## src/u8d_pkg.sv

```systemverilog
// Shared types, codes and constants of the UTF-8 to UCS-2 decoder.
`timescale 1ns / 1ps
`default_nettype none

package u8d_pkg;

    // Width of the running byte index; the index saturates at its all-ones value.
    localparam int INDEX_BITS = 16;
    // Width of a code unit, a reported position and the unit counter.
    localparam int UNIT_W = 16;

    localparam logic [INDEX_BITS-1:0] INDEX_MAX = '1;

    // Byte classes.
    localparam logic [7:0] ASCII_MAX = 8'h7F;
    localparam logic [2:0] LEAD2_TAG = 3'h6;
    localparam logic [3:0] LEAD3_TAG = 4'hE;
    localparam logic [1:0] CONT_TAG  = 2'h2;

    // Item operations.
    localparam logic OP_DATA   = 1'b0;
    localparam logic OP_FINISH = 1'b1;

    // Result kinds.
    localparam logic KIND_UNIT    = 1'b0;
    localparam logic KIND_SUMMARY = 1'b1;

    typedef enum logic [1:0] {
        PH_LEAD       = 2'd0,
        PH_TWO_LAST   = 2'd1,
        PH_THREE_MID  = 2'd2,
        PH_THREE_LAST = 2'd3
    } u8d_phase_t;

    typedef struct packed {
        u8d_phase_t              phase;
        logic [UNIT_W-1:0]       partial;
        logic [INDEX_BITS-1:0]   byte_index;
        logic [INDEX_BITS-1:0]   lead_index;
        logic [UNIT_W-1:0]       units;
        logic                    stopped;
    } u8d_state_t;

    typedef struct packed {
        logic              emit;
        logic              kind;
        logic [UNIT_W-1:0] code_unit;
        logic [UNIT_W-1:0] position;
        logic [UNIT_W-1:0] unit_count;
        logic              truncated;
    } u8d_result_t;

endpackage

`default_nettype wire

```

## src/u8d_channels.sv

```systemverilog
// Valid/ready channel interfaces for the byte items and the result items.
`timescale 1ns / 1ps
`default_nettype none

interface u8d_byte_if;
    logic       valid;
    logic       ready;
    logic       operation;
    logic [7:0] data_byte;

    modport source (output valid, output operation, output data_byte, input ready);
    modport sink   (input valid, input operation, input data_byte, output ready);
endinterface

interface u8d_result_if;
    logic        valid;
    logic        ready;
    logic        kind;
    logic [15:0] code_unit;
    logic [15:0] position;
    logic [15:0] unit_count;
    logic        truncated;

    modport source (output valid, output kind, output code_unit, output position,
                    output unit_count, output truncated, input ready);
    modport sink   (input valid, input kind, input code_unit, input position,
                    input unit_count, input truncated, output ready);
endinterface

`default_nettype wire

```

## src/u8d_step.sv

```systemverilog
// Next-state and result logic for one byte or finish item.
`timescale 1ns / 1ps
`default_nettype none

module u8d_step
    import u8d_pkg::*;
(
    input  u8d_state_t        state_cur,
    input  logic [UNIT_W-1:0] capacity,
    input  logic              operation,
    input  logic [7:0]        data_byte,
    output u8d_state_t        state_next,
    output u8d_result_t       result
);

    logic              cont;
    logic              do_lead;
    logic              do_emit;
    logic [UNIT_W-1:0] emit_val;

    assign cont = (data_byte[7:6] == CONT_TAG);

    always_comb
    begin
        state_next = state_cur;
        result     = '0;
        do_lead    = 1'b0;
        do_emit    = 1'b0;
        emit_val   = '0;

        if (operation == OP_FINISH)
        begin
            result.emit       = 1'b1;
            result.kind       = KIND_SUMMARY;
            result.position   = UNIT_W'(state_cur.byte_index);
            result.unit_count = state_cur.units;
            result.truncated  = state_cur.stopped;
            state_next.phase      = PH_LEAD;
            state_next.partial    = '0;
            state_next.byte_index = '0;
            state_next.lead_index = '0;
            state_next.units      = '0;
            state_next.stopped    = 1'b0;
        end
        else if (!state_cur.stopped)
        begin
            unique case (state_cur.phase)
                PH_LEAD:
                begin
                    do_lead = 1'b1;
                end
                PH_TWO_LAST, PH_THREE_LAST:
                begin
                    state_next.phase = PH_LEAD;
                    if (cont)
                    begin
                        do_emit  = 1'b1;
                        emit_val = state_cur.partial | {10'b0, data_byte[5:0]};
                    end
                    else
                    begin
                        do_lead = 1'b1;
                    end
                end
                PH_THREE_MID:
                begin
                    if (cont)
                    begin
                        state_next.partial = state_cur.partial | {4'b0, data_byte[5:0], 6'b0};
                        state_next.phase   = PH_THREE_LAST;
                    end
                    else
                    begin
                        state_next.phase = PH_LEAD;
                        do_lead          = 1'b1;
                    end
                end
            endcase

            // A broken sequence lands here too: the same byte starts over as a lead.
            if (do_lead)
            begin
                state_next.lead_index = state_cur.byte_index;
                if (data_byte <= ASCII_MAX)
                begin
                    state_next.phase = PH_LEAD;
                    do_emit          = 1'b1;
                    emit_val         = {8'b0, data_byte};
                end
                else if (data_byte[7:5] == LEAD2_TAG)
                begin
                    state_next.partial = {5'b0, data_byte[4:0], 6'b0};
                    state_next.phase   = PH_TWO_LAST;
                end
                else if (data_byte[7:4] == LEAD3_TAG)
                begin
                    state_next.partial = {data_byte[3:0], 12'b0};
                    state_next.phase   = PH_THREE_MID;
                end
            end

            if (do_emit)
            begin
                if (state_cur.units >= capacity)
                begin
                    state_next.stopped = 1'b1;
                end
                else
                begin
                    state_next.units  = state_cur.units + 16'd1;
                    result.emit       = 1'b1;
                    result.kind       = KIND_UNIT;
                    result.code_unit  = emit_val;
                    result.position   = UNIT_W'(state_next.lead_index);
                    result.unit_count = state_cur.units + 16'd1;
                    result.truncated  = 1'b0;
                end
            end

            // The index freezes on the byte that hit the capacity limit.
            if (!state_next.stopped && (state_cur.byte_index != INDEX_MAX))
            begin
                state_next.byte_index = state_cur.byte_index + INDEX_BITS'(1);
            end
        end
    end

endmodule

`default_nettype wire

```

## src/utf8_to_ucs2_decoder_core.sv

```systemverilog
// Top level of the UTF-8 to UCS-2 decoder: input register, decode step, result register.
// An item goes from the input register through the decode step to the result register;
// both hold while the result register is full and the sink is not ready.
// Throughput: one item per cycle while the sink keeps up, with a combinational decode step.
// Reset (rst_n low, asynchronous) clears the decode state and both valid flags,
// and sets the output capacity register to 65535.
`timescale 1ns / 1ps
`default_nettype none

module utf8_to_ucs2_decoder_core
    import u8d_pkg::*;
(
    input  logic         clk,
    input  logic         rst_n,
    input  logic         cfg_write_en,
    input  logic [15:0]  cfg_write_data,
    u8d_byte_if.sink     data_chan,
    u8d_result_if.source result_chan
);

    // Input register. It holds one accepted item until the decode step consumes it.
    logic       s1_valid_reg;
    logic       s1_op_reg;
    logic [7:0] s1_byte_reg;

    // Decoder state, output capacity and the result register.
    u8d_state_t        state_reg;
    u8d_state_t        state_next;
    logic [UNIT_W-1:0] cap_reg;
    u8d_result_t       step_res;
    logic              out_valid_reg;
    u8d_result_t       out_res_reg;

    logic out_free;
    logic s1_fire;
    logic in_take;

    // The result register can take a new result when it is empty or being drained
    // in this cycle, so the pipeline keeps moving while the sink keeps up.
    assign out_free        = !out_valid_reg || result_chan.ready;
    assign s1_fire         = s1_valid_reg && out_free;
    assign data_chan.ready = !s1_valid_reg || out_free;
    assign in_take         = data_chan.valid && data_chan.ready;

    always_ff @(posedge clk or negedge rst_n)
    begin
        if (!rst_n)
        begin
            cap_reg <= 16'hFFFF;
        end
        else if (cfg_write_en)
        begin
            cap_reg <= cfg_write_data;
        end
    end

    always_ff @(posedge clk or negedge rst_n)
    begin
        if (!rst_n)
        begin
            s1_valid_reg <= 1'b0;
        end
        else if (in_take)
        begin
            s1_valid_reg <= 1'b1;
        end
        else if (s1_fire)
        begin
            s1_valid_reg <= 1'b0;
        end
    end

    always_ff @(posedge clk)
    begin
        if (in_take)
        begin
            s1_op_reg   <= data_chan.operation;
            s1_byte_reg <= data_chan.data_byte;
        end
    end

    u8d_step u_step (
        .state_cur  (state_reg),
        .capacity   (cap_reg),
        .operation  (s1_op_reg),
        .data_byte  (s1_byte_reg),
        .state_next (state_next),
        .result     (step_res)
    );

    // The state advances once per consumed item, whether or not it yields a result.
    always_ff @(posedge clk or negedge rst_n)
    begin
        if (!rst_n)
        begin
            state_reg.phase      <= PH_LEAD;
            state_reg.partial    <= '0;
            state_reg.byte_index <= '0;
            state_reg.lead_index <= '0;
            state_reg.units      <= '0;
            state_reg.stopped    <= 1'b0;
        end
        else if (s1_fire)
        begin
            state_reg <= state_next;
        end
    end

    always_ff @(posedge clk or negedge rst_n)
    begin
        if (!rst_n)
        begin
            out_valid_reg <= 1'b0;
        end
        else if (s1_fire)
        begin
            out_valid_reg <= step_res.emit;
        end
        else if (result_chan.ready)
        begin
            out_valid_reg <= 1'b0;
        end
    end

    always_ff @(posedge clk)
    begin
        if (s1_fire && step_res.emit)
        begin
            out_res_reg <= step_res;
        end
    end

    assign result_chan.valid      = out_valid_reg;
    assign result_chan.kind       = out_res_reg.kind;
    assign result_chan.code_unit  = out_res_reg.code_unit;
    assign result_chan.position   = out_res_reg.position;
    assign result_chan.unit_count = out_res_reg.unit_count;
    assign result_chan.truncated  = out_res_reg.truncated;

    // A decoded unit never pushes the count past the capacity, and it is never zero.
    assert property (@(posedge clk) disable iff (!rst_n)
        (out_valid_reg && out_res_reg.kind == KIND_UNIT) |->
            (out_res_reg.unit_count <= cap_reg && out_res_reg.unit_count != '0))
        else $error("decoded unit count outside capacity");

    // Truncation is sticky until a finish item is consumed.
    assert property (@(posedge clk) disable iff (!rst_n)
        (state_reg.stopped && !(s1_fire && s1_op_reg == OP_FINISH)) |=> state_reg.stopped)
        else $error("truncated flag dropped without finish");

    // A consumed finish item leaves the string state cleared.
    assert property (@(posedge clk) disable iff (!rst_n)
        (s1_fire && s1_op_reg == OP_FINISH) |=>
            (state_reg.units == '0 && state_reg.byte_index == '0 && !state_reg.stopped
             && state_reg.phase == PH_LEAD))
        else $error("state not cleared after finish");

    // A finish item always produces a summary result.
    assert property (@(posedge clk) disable iff (!rst_n)
        (s1_fire && s1_op_reg == OP_FINISH) |=>
            (out_valid_reg && out_res_reg.kind == KIND_SUMMARY))
        else $error("finish item without summary");

    // The result register only ever holds a step result that was marked for output.
    assert property (@(posedge clk) disable iff (!rst_n)
        out_valid_reg |-> out_res_reg.emit)
        else $error("result register holds a result that was not emitted");

endmodule

`default_nettype wire

```

## src/flat_wrapper.sv

```systemverilog
// flat-port wrapper written by rule: the top's interface ports become plain ports
module utf8_to_ucs2_decoder_core_flat import u8d_pkg::*;
  (clk, rst_n, cfg_write_en, cfg_write_data, data_chan_valid, data_chan_operation, data_chan_data_byte, data_chan_ready, result_chan_valid, result_chan_kind, result_chan_code_unit, result_chan_position, result_chan_unit_count, result_chan_truncated, result_chan_ready);
  u8d_byte_if data_chan_i ();
  u8d_result_if result_chan_i ();
  input  logic clk;
  input  logic rst_n;
  input  logic cfg_write_en;
  input  logic [15:0] cfg_write_data;
  input wire logic [$bits(data_chan_i.valid)-1:0] data_chan_valid;
  input wire logic [$bits(data_chan_i.operation)-1:0] data_chan_operation;
  input wire logic [$bits(data_chan_i.data_byte)-1:0] data_chan_data_byte;
  output wire logic [$bits(data_chan_i.ready)-1:0] data_chan_ready;
  output wire logic [$bits(result_chan_i.valid)-1:0] result_chan_valid;
  output wire logic [$bits(result_chan_i.kind)-1:0] result_chan_kind;
  output wire logic [$bits(result_chan_i.code_unit)-1:0] result_chan_code_unit;
  output wire logic [$bits(result_chan_i.position)-1:0] result_chan_position;
  output wire logic [$bits(result_chan_i.unit_count)-1:0] result_chan_unit_count;
  output wire logic [$bits(result_chan_i.truncated)-1:0] result_chan_truncated;
  input wire logic [$bits(result_chan_i.ready)-1:0] result_chan_ready;
  assign data_chan_i.valid = data_chan_valid;
  assign data_chan_i.operation = data_chan_operation;
  assign data_chan_i.data_byte = data_chan_data_byte;
  assign data_chan_ready = data_chan_i.ready;
  assign result_chan_valid = result_chan_i.valid;
  assign result_chan_kind = result_chan_i.kind;
  assign result_chan_code_unit = result_chan_i.code_unit;
  assign result_chan_position = result_chan_i.position;
  assign result_chan_unit_count = result_chan_i.unit_count;
  assign result_chan_truncated = result_chan_i.truncated;
  assign result_chan_i.ready = result_chan_ready;
  utf8_to_ucs2_decoder_core u_core (.clk(clk), .rst_n(rst_n), .cfg_write_en(cfg_write_en), .cfg_write_data(cfg_write_data), .data_chan(data_chan_i), .result_chan(result_chan_i));
endmodule
```

## config.mk

```make
export PLATFORM = sky130hd
export DESIGN_NAME = utf8_to_ucs2_decoder_core_flat
export DESIGN_NICKNAME = d
export VERILOG_FILES = /design/src/u8d_pkg.sv /design/src/u8d_channels.sv /design/src/u8d_step.sv /design/src/utf8_to_ucs2_decoder_core.sv /design/src/flat_wrapper.sv
export SDC_FILE = /design/constraint.sdc
export NUM_CORES = 1
export LEC_CHECK = 0
export BUFFER_PORTS_ARGS = -buffer_cell sky130_fd_sc_hd__buf_2
export CAP_MARGIN = 30
export CORE_MARGIN = 3
export CORE_UTILIZATION = 42
export DETAILED_ROUTE_END_ITERATION = 8
export PLACE_DENSITY = 0.64
export SYNTH_ARGS = -nofsm -noshare
export SYNTH_HDL_FRONTEND = slang
export SYNTH_SLANG_ARGS = --single-unit
```

## constraint.sdc

```tcl
create_clock -name clk -period 4.6 [get_ports clk]
set_input_delay 0.69 -clock clk [delete_from_list [all_inputs] [get_ports clk]]
set_output_delay 0.69 -clock clk [all_outputs]
set_load 0.005 [all_outputs]
```

# After elaboration in Yosys (flattened, before gate mapping)
# Cells that the tools add are included.
totals:
  inputBits: 30
  elab_cells: 93
  regBits: 144
op_classes:
  n_reduce_logical: 20
  magnitude_cmp: 2
  muxes: 41
  addsub: 2
  eq_ne: 9
  bitwise_logic: 3
ops:
  columns: ["cell", "count"]
  rows:
  - ["16-bit 2-to-1 mux", 10]
  - ["51-bit 2-to-1 mux", 3]
  - ["67-bit 2-to-1 mux", 2]
  - ["18-bit 2-to-1 mux", 3]
  - ["17-bit 2-to-1 mux", 3]
  - ["33-bit 2-to-1 mux", 1]
  - ["16-bit by 1-bit adder with 16-bit output (second input constant)", 2]
  - ["16-bit greater-or-equal comparator", 1]
  - ["16-bit inequality test (second input constant)", 1]
  - ["16-bit by 12-bit bitwise OR with 16-bit output", 1]
  - ["16-bit by 6-bit bitwise OR with 16-bit output", 1]
  - ["1-bit 2-to-1 mux", 14]
  - ["8-bit by 7-bit <= comparator with 1-bit output (second input constant)", 1]
  - ["2-bit nonzero test", 4]
  - ["2-bit == test (second input constant)", 3]
  - ["2-bit 2-to-1 mux", 3]
  - ["4-bit == test (second input constant)", 1]
  - ["1-bit logical AND", 4]
  - ["2-bit by 1-bit inequality test with 1-bit output (second input constant)", 2]
  - ["2-bit case mux with 2 select lines", 1]
  - ["4-bit AND reduction", 1]
  - ["4-bit OR reduction", 1]
  - ["3-bit == test (second input constant)", 1]
  - ["1-bit zero test", 3]
  - ["9 further kinds", 10]

# Depth between registers and ports, before layout
# Gate-level depths: netlist of run 1.
depth:
  ltp_word: 16
  depth_mapped: 11
  ltp_nobuf: 9

# Hierarchy
# Synthesis of run 1 repeated with hierarchy kept, for this count alone.
hier_totals:
  cells_unflattened: 672
  area_unflattened_um2: 7747.4
by_module_without_submodules:
  columns: ["module", "area_each_um2", "cells_per_inst", "n_inst", "seq_area_each_um2"]
  rows:
  - ["utf8_to_ucs2_decoder_core", 5091.1, 245, 1, 3918.8]
  - ["u8d_step", 2656.3, 427, 1, 0.0]

# Worst setup path after synthesis of run 1
# No wires, ideal clock.
synth_path:
  path_kind: "register -> register"
  start: "register u_core.cap_reg[2]"
  end: "register u_core.out_res_reg (netlist bit u_core.result_chan.code_unit[0]), enable pin"
  arrival_time_ps: 3170
  path_stages_with_launch: 10
  period_less_slack_ps: 3575
  path_slack_ps: 1025
  cell_sequence: "dfstp_2 -> inv_1 -> ha_1 -> and3_1 -> o21ai_1 -> a31oi_2 -> nor4b_4 -> a31oi_4 -> buf_2 -> inv_1"
synth_via:
  elab_chain_len: 6
synth_lines:
  columns: ["item", "line_no", "source"]
  rows:
  - ["start: declaration", "utf8_to_ucs2_decoder_core.sv:29", "logic [UNIT_W-1:0] cap_reg;"]
  - ["start signal: assignment", "utf8_to_ucs2_decoder_core.sv:53", "cap_reg <= cfg_write_data;"]
  - ["16-bit greater-or-equal comparator", "u8d_step.sv:104", "if (state_cur.units >= capacity)"]
  - ["51-bit 2-to-1 mux", "u8d_step.sv:104", null]
  - ["51-bit 2-to-1 mux", "u8d_step.sv:102", "if (do_emit)"]
  - ["51-bit 2-to-1 mux", "u8d_step.sv:45", "else if (!state_cur.stopped)"]
  - ["2-bit 2-to-1 mux", "u8d_step.sv:31", "if (operation == OP_FINISH)"]
  - ["1-bit logical AND", "utf8_to_ucs2_decoder_core.sv:127", "if (s1_fire && step_res.emit)"]
  - ["end signal: assignment", "utf8_to_ucs2_decoder_core.sv:129", "out_res_reg <= step_res;"]
  - ["end: declaration", "utf8_to_ucs2_decoder_core.sv:32", "u8d_result_t out_res_reg;"]
# No other way between the ends.
# A chain may end at the register's enable or synchronous reset.

# Final worst setup path of run 1
layout_path:
  start: "register u_core.cap_reg[13]"
  end: "register u_core.out_res_reg (netlist bit u_core.result_chan.position[4]), enable pin"
# The elaborated chain is that of the path after synthesis.

==> run summary, run 1 <==
Detailed-route vias per instance = 5.68
Die Area = 17,000 um^2
Setup ws final = 0.953 ns
Worst r2r dst = u_core.result_chan.position[4]
Initial Util = 43.8%
Slew of the pin with the lowest slew margin = 1.01 ns
I/O pin count = 82
Max Cap Viol = 0
Slew Viols, Final = 0
CP Max Fanout = 29
Post-CTS sizing = 0
CP startpoint = u_core.cap_reg[13]
Commonest non-fill, non-tap cell in the layout = buf_2
Number of flops mapped to enable cells by yosys = 59
Largest net degree at the start of global routing = 54
Library cells used by synthesis = 50
Total gr overflow = 0
Setup TNS = 0 ns
Area contributors post-synth = edfxtp_1, dfrtp_1, dfstp_2
Post-route ant nets = 0
Number of flip-flops in the largest register = 61
Die Y = 130 um
Adder-cell share of the synthesized area = 3.47%
Routed wire per std cell = 17.1 um
Cell Area, Synth = 6480 um^2
Final setup vio count = 0
Final setup skew = 0.00939 ns
Area Overhead vs Synth = 17.7%
WP data required = 4.74 ns
Max Buffers Root-to-Sink = 2
Row count = 44
Slew margin rel. = 32.5%
CP Capture Point = u_core.result_chan.position[4]
Placed cells = 821
Critical path class = reg -> reg
XOR/XNOR Fraction of Synth Area = 0.270%
Top cell type's share of synthesized area = 27.3%
RSZ-0062 raised after global routing = false
Reg clk slew, reported paths = 0.06 ns
Leak = 3.27 nW
Dpl hpwl = 10,000 um
Compound-cell area share of the yosys netlist = 18.0%
Core area = 14,800 um^2
Pre-CTS setup slack = 0.981 ns
Hold-fix buffers at CTS = 0
Pwr Total = 3.18 mW
Register bit total from synthesis = 138
Status = complete, no violations
Worst Reg2Reg Path Length in Cells = 10
DRC errors left = 0
Iteration-0 DRC count of the detailed router = 344
Max Freq = 274 MHz
Vias in the first global route = 4,794
Final period utilization = 79.3%
Tightest Hold Check Type = in -> async
Layout cells sized above 1 = 23.5%
CP Data Arrival Time = 3.79 ns
CTS tree = built
Total CTS buffers = 17
YS warnings = 0
Pre-antenna DRT Iters = 5
Post-CTS Setup Bufs = 0
Hold Vio Cnt, Final = 0
Initial antenna violation count = 0
Reg2reg start = u_core.cap_reg[13]
Critical Path Source Type = flop
Die Wd = 130 um
Share of flip-flops with an asynchronous set or reset = 57.2%
Area leader, netlist = edfxtp_1
Gr usage total = 18.4%
CP endpoint kind = flop
Power Density = 417 nW/um^2
Post-synthesis mux area share = 2.53%
Most frequent cells in the layout = buf_2, nand2_1, dfrtp_1
Crit path time final = 3.65 ns
Synth Area in Simple Gates = 14.3%
Routability-driven placement congestion ratio = 0.861
Clock sinks = 138
Top FF cell, synth = dfrtp_1
Avg Inst Size Synth = 11.2 um^2
First-pass GRT wire length = 24,200 um
Syn Nets = 628
CTS root buffer = clkbuf_16
Largest family of logic cells by synthesized area = compound AO/OA/AOI/OAI gates
WL final = 14,600 um
DR vias = 4,842
I/O Buffers = 81
Post-Syn Instances = 580
Register-to-register setup slack = 0.95 ns
H-tree depth = 4
Antenna Cells = 0
Non-Filler Instances = 853
Nets = 704
Seq/Total Area, Yosys = 58.1%
Worst ir drop on vdd = 248 uV
Worst-Skew Late Latency = 0.43 ns
-- critical path, cell delays in order, from the launching register on --
cell	delay, ns
dfstp_2	0.51
inv_1	0.04
ha_1	0.30
nand4_1	0.19
or4_1	0.58
a31oi_2	0.21
nor4b_4	0.06
buf_4	0.23
a31oi_4	0.49
inv_2	0.35
buf_4	0.36
-- final cells by class --
| class | count | area [um^2] |
|---|---|---|
| Clock buffer | 19 | 433 |
| Clock inverter | 13 | 176 |
| Fill cell | 1281 | 7180 |
| Inverter | 22 | 82.6 |
| Multi-Input combinational cell | 391 | 2500 |
| Sequential cell | 138 | 3770 |
| Tap cell | 184 | 230 |
| Timing Repair Buffer | 86 | 443 |
-- metal layers --
layer / part of all wire (%) / GRT usage, %
met3: 5.3 / 4.26
met2: 47 / 28.9
met4: 1.9 / 6.78
met1: 46 / 24.9
met5: 0 / 0
-- cells by family (layout without fill, tap and decap cells) --
family | after synthesis | after routing
simple gates | 192 | 192
mux | 16 | 16
buf+inv | 51 | 140
compound gates | 163 | 163
fa+ha+maj | 18 | 18
xor+xnor | 2 | 2
flops | 138 | 138
-- through the flow --
| step | instance area [um^2] | util (%) | hold WS, ns |
|---|---|---|---|
| 3_5_place_dp | 7020 | 47.4 | 0.472 |
| 5_1_grt | 7630 | 51.5 | 0.331 |
| 4_1_cts | 7630 | 51.5 | 0.301 |
| 3_3_place_gp | 7010 | 47.3 | 0.459 |
| 2_1_floorplan | 6480 | - | 0.394 |
| 6_report | 7630 | 51.5 | 0.296 |
-- cells in the mapped netlist, drive strengths merged, types with 6 or more instances --
| cell | number |
|---|---|
| nand2 | 72 |
| dfrtp | 63 |
| o21ai | 61 |
| edfxtp | 59 |
| nor2 | 42 |
| a22o | 37 |
| a21oi | 25 |
| inv | 22 |
| o31ai | 20 |
| ha | 18 |
| nand3 | 18 |
| and2 | 16 |
| and3 | 16 |
| clkbuf | 16 |
| dfstp | 16 |
| buf | 13 |
| mux2i | 13 |
| nand4 | 7 |
| a31oi | 6 |
-- power by group --
group / total, mW / leakage (nW) / switching (mW) / internal [mW]
logic: 0.315 / 1.36 / 0.204 / 0.111
clock network: 1.41 / 0.284 / 0.508 / 0.899
registers: 1.46 / 1.62 / 0.0531 / 1.40
-- worst min path at each step --
stage,end,slack (ns),cells past startpoint
final,u_core.state_reg[61],0.30,1
after detailed placement,u_core.state_reg[61],0.47,2
after global placement,u_core.state_reg[61],0.46,2
after global routing,u_core.state_reg[63],0.33,1
after CTS,u_core.state_reg[56],0.30,1
after floorplan,u_core.result_chan.valid,0.39,0
Note: power is estimated with default switching activity, not from simulation.
==> run 2: changes to the inputs <==
--- a/config.mk
+++ b/config.mk
@@ -10,7 +10,7 @@
 export CORE_MARGIN = 3
 export CORE_UTILIZATION = 42
 export DETAILED_ROUTE_END_ITERATION = 8
-export PLACE_DENSITY = 0.64
+export PLACE_DENSITY = 0.66
 export SYNTH_ARGS = -nofsm -noshare
 export SYNTH_HDL_FRONTEND = slang
 export SYNTH_SLANG_ARGS = --single-unit
==> constraint.sdc (replaced) <==
create_clock -name clk -period 3.1 [get_ports clk]
set_input_delay 0.465 -clock clk [delete_from_list [all_inputs] [get_ports clk]]
set_output_delay 0.465 -clock clk [all_outputs]
set_load 0.005 [all_outputs]
==> run summary, run 2 (same netlist as run 1, synthesis figures left out) <==
Status = complete, no violations
Worst r2r dst = u_core.state_reg[45]
CP endpoint kind = flop
CP Data Arrival Time = 3.26 ns
Fillers = 1,273
CP startpoint = u_core.state_reg[6]
Worst Reg2Reg Path Length in Cells = 8
Layout cells sized above 1 = 26.8%
Final setup vio count = 0
Die Wd = 130 um
Post-route ant nets = 0
CP Max Fanout = 12
Vias in the first global route = 4,961
Fin area = 7820 um^2
Core area = 14,800 um^2
Post-CTS Setup Bufs = 0
H-tree depth = 4
Non-Filler Instances = 874
Total CTS buffers = 17
DRC errors left = 0
Area Overhead vs Synth = 20.6%
CTS root buffer = clkbuf_16
Max Cap Viol = 0
DR vias = 5,008
Placed Area = 7260 um^2
Slew margin rel. = 41.5%
Slew Viols, Final = 0
Pre-CTS setup slack = 0.171 ns
Max Freq = 336 MHz
Detailed-route vias per instance = 5.73
Pre-antenna DRT Iters = 5
Total gr overflow = 0
Final setup skew = 0.00976 ns
Max Buffers Root-to-Sink = 2
Pwr Total = 4.61 mW
Slew of the pin with the lowest slew margin = 0.878 ns
Largest net degree at the start of global routing = 40
I/O pin count = 82
Reg clk slew, reported paths = 0.06 ns
Antenna Cells = 0
Power Density = 589 nW/um^2
Number of flip-flops in the largest register = 61
WL final = 15,500 um
Gr usage total = 19.0%
Setup TNS = 0 ns
Worst ir drop on vdd = 394 uV
Die Y = 130 um
Post-CTS sizing = 0
Initial Util = 43.8%
Die Area = 17,000 um^2
I/O Buffers = 81
Iteration-0 DRC count of the detailed router = 447
Setup ws final = 0.128 ns
Routed wire per std cell = 17.8 um
RSZ-0062 raised after global routing = false
Dpl hpwl = 10,700 um
Row count = 44
Most frequent cells in the layout = buf_2, nand2_1, dfrtp_1
Hold slack = 0.0102 ns
Register-to-register setup slack = 0.13 ns
WP data required = 3.39 ns
Leak = 3.35 nW
Reg2reg start = u_core.state_reg[6]
Hold-fix buffers at CTS = 0
Critical path class = reg -> reg
CP Capture Point = u_core.state_reg[45]
Routability-driven placement congestion ratio = 0.866
First-pass GRT wire length = 24,800 um
Worst-Skew Late Latency = 0.43 ns
Tightest Hold Check Type = in -> async
Layout Utilization = 52.8%
Clock sinks = 138
Critical Path Source Type = flop
Nets = 725
Placed cells = 842
CTS tree = built
Initial antenna violation count = 0
Hold Vio Cnt, Final = 0
Commonest non-fill, non-tap cell in the layout = buf_2
Final period utilization = 95.9%
Crit path time final = 2.97 ns
## run 2: layout make-up
type                    count  area [um^2]  area share, %
inverters                  22         86.3           1.10
well taps                 184          230           2.95
clock inverters            14          131           1.68
flip-flops and latches    138         3770           48.2
multi-input cells         391         2540           32.5
repair buffers            107          633           8.10
clock buffers              18          429           5.49
## run 2: routing by layer
metal	track usage (%)	vias to the layer above	part of all wire, %
met5	0	-	0
met4	8.19	0	1.9
met3	4.05	24	4.7
met2	31.5	163	50
met1	24.2	2500	43
li1	-	2321	-
## run 2: critical path, cell delays in order, from the launching register on
cell     delay (ns)
dfrtp_1        0.54
ha_4           0.35
nand4_1        0.10
or4_1          0.56
a31oi_2        0.23
nor4b_4        0.11
o21ai_1        0.23
or2_1          0.54
o41ai_2        0.15
## run 2: worst min-delay path by stage
stage | start | end
after floorplan | rst_n | u_core.result_chan.valid
after global placement | u_core.state_reg[61] | u_core.state_reg[61]
after detailed placement | rst_n | u_core.state_reg[12]
after CTS | rst_n | u_core.state_reg[14]
after global routing | rst_n | u_core.state_reg[14]
final | rst_n | u_core.state_reg[14]
## run 2: report_power, final
group          internal (mW)  switching (mW)  total (mW)
Sequential              2.08          0.0743        2.16
Clock                   1.17           0.762        1.93
Combinational          0.193           0.327       0.520
Total                   3.44            1.16        4.61
